File: src/hw/rtl/vrt_pkg.sv
// Shared types, constants and helpers of the trace ring unit.
package vrt_pkg;

  localparam int unsigned BufBytes = 4096;
  localparam int unsigned AddrW    = 12;
  localparam int unsigned OffW     = 14;
  localparam int unsigned HdrBytes = 10;
  localparam int unsigned MaxMsg   = 255;

  typedef enum logic [1:0] {
    OpAppend   = 2'd0,
    OpMsgByte  = 2'd1,
    OpReadByte = 2'd2,
    OpUnused   = 2'd3
  } opcode_e;

  typedef struct packed {
    logic [1:0]  opcode;
    logic [63:0] stamp;
    logic [7:0]  level;
    logic [7:0]  msg_len;
    logic [7:0]  data_byte;
    logic [11:0] read_addr;
  } in_item_t;

  typedef struct packed {
    logic        status;
    logic [11:0] entry_offset;
    logic [12:0] head_offset;
    logic [12:0] tail_offset;
    logic        is_empty;
    logic [7:0]  read_byte;
  } out_item_t;

  typedef enum logic [4:0] {
    CmdNone,
    CmdLoad,
    CmdPlaceEmpty,
    CmdRdNewLen,
    CmdCalcNext,
    CmdWrDummy,
    CmdOffZero,
    CmdRdOldLen,
    CmdAdvOld,
    CmdRdOldHdr,
    CmdAccHdr,
    CmdOldZero,
    CmdWrHdr,
    CmdWrPad,
    CmdCommit,
    CmdMsg,
    CmdRdUser,
    CmdResp
  } cmd_e;

  typedef struct packed {
    cmd_e       op;
    logic [7:0] idx;
    logic       reject;
  } ctrl_cmd_t;

  typedef struct packed {
    logic [1:0] opcode;
    logic       app_bad;
    logic       left_zero;
    logic       empty;
    logic       fits;
    logic       wrapped;
    logic       overflow;
    logic       dummy_ok;
    logic       evict;
    logic       len_oob;
    logic       hdr_oob;
    logic       hdr_nz;
    logic [7:0] pad_last;
  } dp_stat_t;

  // Record span: header plus stored length, rounded up to 8 bytes.
  function automatic logic [8:0] span_of(input logic [7:0] b);
    logic [8:0] s;
    s = 9'(b) + 9'(HdrBytes + 7);
    span_of = {s[8:3], 3'b000};
  endfunction

endpackage

File: src/hw/rtl/vrt_ctrl.sv
// Sequencer of the trace ring: placement, eviction, record writes, message bytes and byte reads.
module vrt_ctrl (
  input  logic               clk_i,
  input  logic               rst_ni,
  input  logic               in_valid_i,
  output logic               in_stall_o,
  output logic               out_valid_o,
  input  logic               out_stall_i,
  input  vrt_pkg::dp_stat_t  stat_i,
  output vrt_pkg::ctrl_cmd_t cmd_o
);

  typedef enum logic [4:0] {
    StIdle, StDispatch, StRdNew, StCalc, StDecide, StDummy, StOffZero,
    StEvChk, StRdOldLen, StAdv, StAdvChk, StHdrRd, StHdrFin, StOldZero,
    StWrHdr, StWrPad, StCommit, StMsg, StRdUser, StResp
  } state_e;

  state_e     state_q, state_d;
  logic [7:0] cnt_q, cnt_d;
  logic       rej_q, rej_d;
  logic       out_valid_q, out_valid_d;
  logic       out_free;

  assign out_free = !out_valid_q || !out_stall_i;

  always_comb begin
    state_d     = state_q;
    cnt_d       = cnt_q;
    rej_d       = rej_q;
    out_valid_d = out_valid_q && out_stall_i;
    cmd_o       = '{op: vrt_pkg::CmdNone, idx: cnt_q, reject: rej_q};
    unique case (state_q)
      StIdle: begin
        if (in_valid_i) begin
          cmd_o.op = vrt_pkg::CmdLoad;
          state_d  = StDispatch;
        end
      end
      StDispatch: begin
        rej_d = 1'b0;
        unique case (stat_i.opcode)
          vrt_pkg::OpAppend: begin
            if (stat_i.app_bad) begin
              rej_d   = 1'b1;
              state_d = StResp;
            end else if (stat_i.empty) begin
              cmd_o.op = vrt_pkg::CmdPlaceEmpty;
              cnt_d    = '0;
              state_d  = StWrHdr;
            end else begin
              state_d = StRdNew;
            end
          end
          vrt_pkg::OpMsgByte: begin
            if (stat_i.left_zero) begin
              rej_d   = 1'b1;
              state_d = StResp;
            end else begin
              state_d = StMsg;
            end
          end
          vrt_pkg::OpReadByte: state_d = StRdUser;
          default: begin
            rej_d   = 1'b1;
            state_d = StResp;
          end
        endcase
      end
      StRdNew: begin
        cmd_o.op = vrt_pkg::CmdRdNewLen;
        state_d  = StCalc;
      end
      StCalc: begin
        cmd_o.op = vrt_pkg::CmdCalcNext;
        state_d  = StDecide;
      end
      StDecide: begin
        cnt_d = '0;
        priority if (stat_i.fits) begin
          state_d = StWrHdr;
        end else if (stat_i.wrapped && stat_i.overflow) begin
          cmd_o.op = vrt_pkg::CmdPlaceEmpty;
          state_d  = StWrHdr;
        end else if (stat_i.wrapped) begin
          state_d = StEvChk;
        end else if (stat_i.dummy_ok) begin
          state_d = StDummy;
        end else begin
          state_d = StOffZero;
        end
      end
      StDummy: begin
        cmd_o.op = vrt_pkg::CmdWrDummy;
        cnt_d    = cnt_q + 8'd1;
        if (cnt_q == 8'(vrt_pkg::HdrBytes - 1)) begin
          state_d = StOffZero;
        end
      end
      StOffZero: begin
        cmd_o.op = vrt_pkg::CmdOffZero;
        state_d  = StEvChk;
      end
      StEvChk: begin
        cnt_d = '0;
        priority if (!stat_i.evict) begin
          state_d = StWrHdr;
        end else if (stat_i.len_oob) begin
          state_d = StAdv;
        end else begin
          state_d = StRdOldLen;
        end
      end
      StRdOldLen: begin
        cmd_o.op = vrt_pkg::CmdRdOldLen;
        state_d  = StAdv;
      end
      StAdv: begin
        cmd_o.op = vrt_pkg::CmdAdvOld;
        state_d  = StAdvChk;
      end
      StAdvChk: begin
        cnt_d   = '0;
        state_d = stat_i.hdr_oob ? StOldZero : StHdrRd;
      end
      StHdrRd: begin
        // read byte cnt while folding in the byte read last cycle
        cmd_o.op = vrt_pkg::CmdRdOldHdr;
        cnt_d    = cnt_q + 8'd1;
        if (cnt_q == 8'(vrt_pkg::HdrBytes - 1)) begin
          state_d = StHdrFin;
        end
      end
      StHdrFin: begin
        // an all-zero header past the head ends the ring
        cmd_o.op = vrt_pkg::CmdAccHdr;
        cnt_d    = '0;
        state_d  = stat_i.hdr_nz ? StEvChk : StOldZero;
      end
      StOldZero: begin
        cmd_o.op = vrt_pkg::CmdOldZero;
        cnt_d    = '0;
        state_d  = StWrHdr;
      end
      StWrHdr: begin
        cmd_o.op = vrt_pkg::CmdWrHdr;
        cnt_d    = cnt_q + 8'd1;
        if (cnt_q == 8'(vrt_pkg::HdrBytes - 1)) begin
          cnt_d   = '0;
          state_d = StWrPad;
        end
      end
      StWrPad: begin
        cmd_o.op = vrt_pkg::CmdWrPad;
        cnt_d    = cnt_q + 8'd1;
        if (cnt_q == stat_i.pad_last) begin
          state_d = StCommit;
        end
      end
      StCommit: begin
        cmd_o.op = vrt_pkg::CmdCommit;
        state_d  = StResp;
      end
      StMsg: begin
        cmd_o.op = vrt_pkg::CmdMsg;
        state_d  = StResp;
      end
      StRdUser: begin
        cmd_o.op = vrt_pkg::CmdRdUser;
        state_d  = StResp;
      end
      StResp: begin
        if (out_free) begin
          cmd_o.op    = vrt_pkg::CmdResp;
          out_valid_d = 1'b1;
          state_d     = StIdle;
        end
      end
      default: state_d = StIdle;
    endcase
  end

  always_ff @(posedge clk_i or negedge rst_ni) begin
    if (!rst_ni) begin
      state_q     <= StIdle;
      cnt_q       <= '0;
      rej_q       <= 1'b0;
      out_valid_q <= 1'b0;
    end else begin
      state_q     <= state_d;
      cnt_q       <= cnt_d;
      rej_q       <= rej_d;
      out_valid_q <= out_valid_d;
    end
  end

  assign in_stall_o  = (state_q != StIdle);
  assign out_valid_o = out_valid_q;

endmodule

File: config.mk
export PLATFORM = sky130hd
export DESIGN_NAME = vrt_ctrl
export DESIGN_NICKNAME = d
export VERILOG_FILES = /design/src/hw/rtl/vrt_pkg.sv /design/src/hw/rtl/vrt_ctrl.sv
export SDC_FILE = /design/constraint.sdc
export NUM_CORES = 1
export LEC_CHECK = 0
export ABC_AREA = 0
export BUFFER_PORTS_ARGS = -buffer_cell sky130_fd_sc_hd__buf_2
export CORE_MARGIN = 10
export CORE_UTILIZATION = 55
export CTS_CLUSTER_SIZE = 28
export DETAILED_ROUTE_END_ITERATION = 16
export GPL_TIMING_DRIVEN = 0
export PLACE_DENSITY = 0.83
export SYNTH_ARGS = -nofsm -noshare
export SYNTH_HDL_FRONTEND = slang
export SYNTH_SLANG_ARGS = --single-unit
export TNS_END_PERCENT = 30
File: constraint.sdc
create_clock -name clk_i -period 5.3 [get_ports clk_i]
set_input_delay 0.265 -clock clk_i [delete_from_list [all_inputs] [get_ports clk_i]]
set_output_delay 0.265 -clock clk_i [all_outputs]
set_load 0.01 [all_outputs]
==> results.ini, run 1 <==
[global_route]
grt_overflow_total=0
antenna_found_initial=0
grt_use_total_pct=15.87
grt_pass1_vias=1512
grt_max_degree=16
grt_pass1_wl_mm=7.031

[flow_run]
cap_violations=0

[min_path]
holdPathEnd=out_valid_o$_DFF_PN0_
hold_class=in -> reg
whs_path_depth=3
min-delay-start=out_stall_i

[clocking]
cts_buffer_depth=2
cts_buffers=3
insertion_delay_ns=0.29
h-tree-depth=1
clk_pin_slew_worst_paths_ns=0.10
cts_root_buf=clkbuf_4
cts_tree=built
post_cts_buffers=0
cts.sinks=15

[timing]
final_max_slew_viol_count=0
skew_ns=0.005699
setup_viol_count_final=0
min_period_over_period_pct=45.91
hold_viol_final=0
fin_tns_setup_ns=0
slew_headroom_pct=30.96
fmax_mhz=411.0
rsz0062_at_grt=false
worstMarginPinSlew_ns=1.027
fin_crit_ns=2.433

[placed_design]
io_buffers=40
placed_cell_area_um2=1707
gp_congestion=0.8648
hpwl_mm=3.278

[cells_and_area]
seq_area_um2=375.4
final_net_count=262
fillCellCount=229
area_growth_pct=18.91
drive_above_1_share_pct=26.52
fin_area_um2=1747
multiInputGateArea_um2=977.2
diodes=0

[synthesis]
synth_warnings=0
synth.distinct_cells=53
yosys-top-cells-area=dfrtp_1 (26%), xnor2_1 (5.4%), ha_1 (5.1%), a21oi_1 (4.4%), mux2_2 (3.8%)
syn_area_um2=1469
syn-num-nets=216
synth_flop_cell=dfrtp_1
ys_seq_area_share_pct=25.55
syn_inst=185
synthArstFlopShare_pct=100.0
synth_edf_count=0
yosysTopAreaCellShare_pct=25.55
ys_seq_elements=15
synth_area_per_cell_um2=7.940
synth_top_area_cell=dfrtp_1

[drt]
wl_mm=4.085
first_pass_iters=4
drtAntennaViolNets=0
drc_errors=0
first_iter_violations=232
routedWlPerCell_um=15.71
vias=1590
vias_per_cell=6.115

[critical_path]
timing_worst_setup_path_type=reg -> out
r2r_setup_slack_ns=3.16
critPathMaxStageDelay_ns=0.42
endpoint_kind=primary output
r2r_start=state_q[4]$_DFFE_PN0P_
worstPathArrival_ns=2.17
critPathBufInv=4
startpoint_type=register
worstRegToRegCells=6
path_cells=buf_6 > clkbuf_1 > clkbuf_1 > a311oi_1 > a41oi_1 > o22ai_1 > buf_2
required_ns=5.04
cp_slowest_cell=clkbuf_1
timing.rr.end=state_q[3]$_DFFE_PN0P_
critPathTopFamily=buffers and inverters
crit_fanout=10
cp_common_cell=clkbuf_1

[floorplan]
io_pins=41
dieArea_um2=5138
start_util_pct=58.23
die_w_um=71.68
rows=18
fp.dieH_um=71.68
core_area_um2=2522

[pwr]
leakage_nw=0.7815
ir_drop_mv=0.3820
power_density_nw_per_um2=534.3

[status]
status=finished clean

[synth_stat cells (all sizes together) (5+ instances only)]
cell type	count
a21oi	13
or3	5
dfrtp	15
inv	13
nand3	7
buf	6
ha	6
clkbuf	8
o21ai	13
mux2	5
o22ai	7
nand2	15
xnor2	9
nor2	6
[repair_timing]
item / CTS / global route
hold endpoints to repair: 15 / 0
gates resized for setup: 0 / 0
hold buffers: 1 / 0
[cell type report]
class                           count  share of cell area, %
Sequential cell                    15                  21.49
Clock inverter                      1                 0.4298
Buffer                             14                  3.868
Multi-Input combinational cell    143                  55.95
Timing Repair Buffer               41                  12.03
Inverter                           13                  2.794
Tap cell                           30                  2.149
Clock buffer                        3                  1.289
[metrics by stage]
stage / worst slack, ns / util [%] / cells / hold slack (ns) / power [W]
global route: 2.702 / 69.25 / 260 / 0.2707 / 0.001020
floorplan: 3.425 / - / 185 / -0.03059 / 0.0006785
finish: 2.867 / 69.25 / 260 / 0.2547 / 0.0009332
CTS: 2.889 / 69.25 / 260 / 0.2418 / 0.0009297
detailed placement: 3.213 / 67.66 / 255 / 0.1780 / 0.0008581
global placement: 3.194 / 67.66 / 255 / 0.1776 / 0.0008376
[how the worst max path moves through the flow]
stage                             end  slack, ns                   start  cells past startpoint
4_1_cts                      cmd_o[9]       2.89  state_q[1]$_DFFE_PN0P_                      7
5_1_grt                      cmd_o[9]       2.70  state_q[1]$_DFFE_PN0P_                      7
2_1_floorplan  state_q[0]$_DFFE_PN0P_       3.43  state_q[1]$_DFFE_PN0P_                      6
3_3_place_gp   state_q[0]$_DFFE_PN0P_       3.19  state_q[4]$_DFFE_PN0P_                      6
6_report                     cmd_o[9]       2.87  state_q[1]$_DFFE_PN0P_                      7
3_5_place_dp   state_q[0]$_DFFE_PN0P_       3.21  state_q[4]$_DFFE_PN0P_                      6
[sequential cells by signal, indices dropped and copies added, names as in the netlist]
signal / cells
out_valid_o: 1
state_q: 5
rej_q: 1
cnt_q: 8
[layout by cell type (no fill, tap or decap), drive strengths merged, types with 5 or more instances in the layout]
cell    count
ha          6
nand2      15
or3         5
o22ai       7
a21oi      13
xnor2       9
buf        46
dfrtp      15
mux2        5
o21ai      13
nand3       7
clkbuf     11
nor2        6
inv        13
[metal layers]
| layer | part of all wire, % | GRT usage, % |
|---|---|---|
| met4 | 0.56 | 3.441 |
| met2 | 48 | 25.98 |
| met5 | 0 | 0 |
| met3 | 7.4 | 3.857 |
| met1 | 44 | 20.43 |
[worst reg2reg max path, stage by stage (launching register included)]
cell	delay, ns
dfrtp_1	0.37
clkbuf_1	0.20
nor4_1	0.55
nand2b_1	0.15
o22ai_1	0.19
nand3b_2	0.22
mux2_2	0.35
[where the power goes]
| group | internal [W] | switching [W] | total, W |
|---|---|---|---|
| clock | 0.0000287 | 0.0000385 | 0.0000672 |
| combinational | 0.000282 | 0.000414 | 0.000696 |
| sequential | 0.000148 | 0.0000221 | 0.000170 |
[kinds of logic after synthesis]
kind of cell / share of synthesized area [%]
flops: 25.55
fa+ha+maj: 5.111
mux: 5.196
buf+inv: 7.922
compound gates: 28.45
simple gates: 22.40
xor+xnor: 5.367
(Power assumes the default switching activity.)
==> run 2, diff against run 1 <==
Settings changed: CORE_UTILIZATION 55 to 47, PLACE_DENSITY 0.83 to 0.76.
Clock period 5.3 ns to 2.1 ns, I/O delays scaled along.
==> results.ini, run 2 (synthesized netlist as in run 1, its figures left out) <==
[status]
status=finished clean

[placed_design]
gp_congestion=0.9615
hpwl_mm=3.170
io_buffers=40
placed_cell_area_um2=1724

[floorplan]
start_util_pct=48.51
core_area_um2=3028
io_pins=41
fp.dieH_um=75.91
dieArea_um2=5762
rows=20
die_w_um=75.91

[cells_and_area]
final_net_count=262
diodes=0
final_util_pct=59.71
largestRegisters=cnt_q (8), state_q (5)
fillCellCount=291
largest_reg_flops=8
drive_above_1_share_pct=31.30
fin_area_um2=1808
final_cell_mix=buf_2 (45), nand2_1 (15), dfrtp_1 (15)
area_growth_pct=23.08
largest-register=cnt_q
final_common_cell=buf_2

[timing]
fmax_mhz=484.6
rsz0062_at_grt=true
setup_viol_count_final=0
skew_ns=0.0005974
fin_tns_setup_ns=0
slew_headroom_pct=57.41
worstMarginPinSlew_ns=0.6350
min_period_over_period_pct=98.27
final_max_slew_viol_count=0
hold_viol_final=0
fin_crit_ns=2.064

[critical_path]
startpoint_type=register
r2r_start=state_q[3]$_DFFE_PN0P_
r2r_setup_slack_ns=0.04
worstRegToRegCells=6
endpoint_kind=register
timing_worst_setup_path_type=reg -> reg
worstPathArrival_ns=2.24
timing.rr.end=state_q[2]$_DFFE_PN0P_
crit_fanout=10
required_ns=2.27

[clocking]
cts_root_buf=clkbuf_4
insertion_delay_ns=0.28
cts_buffer_depth=2
cts.sinks=15
cts_tree=built
cts_buffers=3
clk_pin_slew_worst_paths_ns=0.09
h-tree-depth=1

[global_route]
grt_pass1_vias=1452
grt_overflow_total=0
antenna_found_initial=0
grt_use_total_pct=13.44
grt_pass1_wl_mm=6.775
grt_max_degree=16

[drt]
routedWlPerCell_um=14.67
first_pass_iters=5
wl_mm=4.020
drc_errors=0
drtAntennaViolNets=0
vias_per_cell=5.777
first_iter_violations=189
vias=1583

[pwr]
swShare_pct=49.78
pwr-share-clk_pct=6.7
p_int_w=0.001220
total_power_w=0.002430
combPwrFrac_pct=75.5
ir_drop_mv=0.8791
seq_power_share_pct=17.8
power_density_nw_per_um2=1344
switching_power_w=0.001209
leakage_nw=0.8101

[min_path]
hold_class=in -> reg
min-delay-start=out_stall_i
holdPathEnd=out_valid_o$_DFF_PN0_
whs_path_depth=3

[flow_run]
cap_violations=0

[run 2: area by class of cell]
cell class / count / area [µm²] / area share [%]
clock inverter: 1 / 5.005 / 0.2768
tap: 44 / 55.05 / 3.045
buffer: 14 / 83.83 / 4.637
inverter: 13 / 48.80 / 2.699
sequential: 15 / 375.4 / 20.76
timing repair buffer: 41 / 210.2 / 11.63
clock buffer: 3 / 22.52 / 1.246
multi-input combinational: 143 / 1007 / 55.71
[run 2: worst max-delay path by stage]
stage	startpoint	to	slack (ns)	cells after the start
2_1_floorplan	state_q[1]$_DFFE_PN0P_	state_q[0]$_DFFE_PN0P_	0.23	6
3_3_place_gp	state_q[4]$_DFFE_PN0P_	state_q[3]$_DFFE_PN0P_	-0.03	6
3_5_place_dp	state_q[4]$_DFFE_PN0P_	state_q[2]$_DFFE_PN0P_	-0.06	6
4_1_cts	state_q[0]$_DFFE_PN0P_	cmd_o[10]	0.004	8
5_1_grt	state_q[4]$_DFFE_PN0P_	state_q[2]$_DFFE_PN0P_	-0.1	5
6_report	state_q[3]$_DFFE_PN0P_	state_q[2]$_DFFE_PN0P_	0.04	6
[run 2: routing by layer]
metal | vias to the layer above | share of wire, % | wire (µm) | global-route usage (%)
li1 | 777 | - | - | -
met1 | 730 | 44 | 1777 | 17.55
met2 | 72 | 48 | 1912 | 20.92
met3 | 4 | 7.0 | 280 | 3.066
met4 | 0 | 1.2 | 49 | 4.735
met5 | - | 0 | 0 | 0
[run 2: worst max-delay path, stage by stage, from the launching register on]
cell and delay (ns):
dfrtp_1 0.36, buf_2 0.18, or3b_1 0.37, a211oi_2 0.30, o21ai_0 0.20, nand3b_4 0.18
mux2_2 0.35
[run 2: repair_timing]
item | in CTS | in global routing
hold endpoints to repair | 15 | 0
setup endpoints to repair | 6 | 14
resized for setup | 5 | 17
setup buffers | 0 | 0
hold buffers | 1 | 0
[run 2: per-stage QoR]
| stage | std cells | setup WS (ns) | hold WS [ns] |
|---|---|---|---|
| after floorplan | 185 | 0.2253 | -0.1906 |
| after global placement | 269 | -0.02696 | 0.02054 |
| after detailed placement | 269 | -0.06094 | 0.02727 |
| after CTS | 274 | 0.003736 | 0.08545 |
| after global routing | 274 | -0.09625 | 0.1027 |
| final | 274 | 0.03630 | 0.08570 |
[run 2: power by group through the flow]
stage | Clock [W] | Sequential [W] | Combinational (W)
2_1_floorplan | 0 | 0.000433 | 0.00128
3_3_place_gp | 0 | 0.000432 | 0.00171
3_5_place_dp | 0 | 0.000435 | 0.00172
4_1_cts | 0.000169 | 0.000429 | 0.00175
5_1_grt | 0.000193 | 0.000441 | 0.00203
6_report | 0.000163 | 0.000432 | 0.00183
==> run 3, diff against run 2 <==
Settings changed: ABC_AREA 0 to 1, CORE_UTILIZATION 47 to 49, PLACE_DENSITY 0.76 to 0.77.
==> results.ini, run 3 <==
[placed_design]
post-place-ws_ns=0.4270
io_buffers=40
hpwl_mm=3.793
gp_congestion=0.9397

[global_route]
grt_use_total_pct=14.72
busiest_layer=met2
grt_overflow_total=0
antenna_found_initial=0
grt_pass1_vias=1852
grt_util_met3_pct=3.829
met1_usage_pct=18.25
grt_pass1_wl_mm=7.859
grt_max_degree=16
grt_util_met2_pct=24.31

[clocking]
cts.sinks=15
cts_buffer_depth=2
clk_pin_slew_worst_paths_ns=0.09
h-tree-depth=1
cts_root_buf=clkbuf_4
insertion_delay_ns=0.28
cts_tree=built
post_cts_buffers=0
cts_buffers=3

[synthesis]
synth.distinct_cells=29
yosys-top-cells-count=nand2_1 (130), nor2_1 (43), inv_1 (37), nand3_1 (18), dfrtp_1 (15)
ys_seq_area_share_pct=21.95
synth.most_common_cell=nand2_1
syn-num-nets=336
yosys-top-cells-area=nand2_1 (29%), dfrtp_1 (22%), nor2_1 (9.4%), inv_1 (8.1%), nand3_1 (5.3%)
synth_flop_cell=dfrtp_1
synth_warnings=0
ys_seq_elements=15
synth_edf_count=0
yosysTopAreaCellShare_pct=28.53
synth_area_per_cell_um2=5.608
syn_inst=305
synth_top_area_cell=nand2_1
synthArstFlopShare_pct=100.0
syn_area_um2=1710

[cells_and_area]
largestRegisters=cnt_q (8), state_q (5)
diodes=0
area_growth_pct=17.41
drive_above_1_share_pct=20.00
largest_reg_flops=8
final_net_count=382
largest-register=cnt_q
final_common_cell=nand2_1
final_util_pct=59.71
final_cell_mix=nand2_1 (130), nor2_1 (42), buf_2 (41)

[critical_path]
crit_fanout=6
r2r_setup_slack_ns=0.46
worstPathArrival_ns=1.81
startpoint_type=register
endpoint_kind=primary output
timing_worst_setup_path_type=reg -> out
worstRegToRegCells=10
timing.rr.end=state_q[1]$_DFFE_PN0P_
r2r_start=cnt_q[1]$_DFFE_PN0P_
required_ns=2.00

[timing]
skew_ns=0.004650
fin_crit_ns=1.918
fin_ws_ns=0.1817
whs_ns=0.07200
fmax_mhz=521.3
hold_viol_final=0
setup_viol_count_final=0
min_period_over_period_pct=91.35
final_max_slew_viol_count=0
rsz0062_at_grt=false
fin_tns_setup_ns=0
slew_headroom_pct=75.98
worstMarginPinSlew_ns=0.3599

[floorplan]
dieArea_um2=6254
die_w_um=79.08
start_util_pct=50.86
io_pins=41
fp.dieH_um=79.08
rows=21
core_area_um2=3363

[pwr]
leakage_nw=1.243
ir_drop_mv=0.4590
power_density_nw_per_um2=1005

[min_path]
min-delay-start=out_stall_i
hold_class=in -> reg
whs_path_depth=3
holdPathEnd=out_valid_o$_DFF_PN0_

[drt]
first_iter_violations=187
first_pass_iters=6
drtAntennaViolNets=0
vias=2020
routedWlPerCell_um=11.53
vias_per_cell=5.101
drc_errors=0
wl_mm=4.566

[flow_run]
cap_violations=0

[status]
status=finished clean

[run 3: layout make-up]
class	instances	area [µm²]
Clock inverter	1	5.005
Multi-Input combinational cell	244	1150
Tap cell	46	57.56
Buffer	3	23.77
Timing Repair Buffer	41	210.2
Clock buffer	3	22.52
Fill cell	350	1355
Inverter	43	163.9
Sequential cell	15	375.4
[run 3: metal layers]
layer | up-vias | part of all wire, %
li1 | 1034 | -
met1 | 875 | 41
met2 | 101 | 47
met3 | 10 | 11
met4 | 0 | 1.1
met5 | - | 0
[run 3: kinds of logic (layout without fill, tap and decap cells)]
| kind of cell | Yosys count | count (layout) | share of synthesized area [%] |
|---|---|---|---|
| adders and majority gates | 6 | 6 | 4.389 |
| and+or+nand+nor | 220 | 220 | 55.89 |
| DFF | 15 | 15 | 21.95 |
| buffers and inverters | 46 | 91 | 10.97 |
| AOI/OAI and AO/OA | 16 | 16 | 5.779 |
| xor gates and xnor gates | 2 | 2 | 1.024 |
[run 3: worst max-delay path, stage by stage, from the launching register on]
cell	delay, ns
dfrtp_1	0.45
inv_1	0.13
nand2_1	0.08
nor2_2	0.24
nand2_1	0.16
nand2_1	0.13
a21oi_1	0.06
o2111ai_1	0.11
buf_2	0.16
[run 3: worst max-delay path by stage]
stage / start / to / cells after the start
floorplan: cnt_q[1]$_DFFE_PN0P_ / state_q[2]$_DFFE_PN0P_ / 11
global placement: state_q[0]$_DFFE_PN0P_ / cmd_o[10] / 8
detailed placement: state_q[0]$_DFFE_PN0P_ / cnt_q[4]$_DFFE_PN0P_ / 10
CTS: state_q[0]$_DFFE_PN0P_ / cmd_o[10] / 8
global route: state_q[2]$_DFFE_PN0P_ / cmd_o[10] / 8
finish: state_q[0]$_DFFE_PN0P_ / cmd_o[10] / 8
[run 3: where the power goes]
part	internal (W)	total [W]	leakage, nW	switching [W]
Combinational	0.000480	0.00140	1.03	0.000922
Clock	0.0000708	0.000165	0.0177	0.0000938
Sequential	0.000361	0.000451	0.199	0.0000897
[run 3: metrics by stage]
| stage | instance area [µm²] | total power [W] | std cells |
|---|---|---|---|
| after detailed placement | 1968 | 0.001838 | 391 |
| after global routing | 2008 | 0.002221 | 396 |
| after floorplan | 1710 | 0.001456 | 305 |
| final | 2008 | 0.002017 | 396 |
| after CTS | 2006 | 0.002007 | 396 |
| after global placement | 1968 | 0.001824 | 391 |
[run 3: what timing repair did]
action                                 CTS  global route
hold buffers                             1             0
setup endpoints to repair                0             1
resized for setup                        0             1
endpoints found under the hold margin   15             0
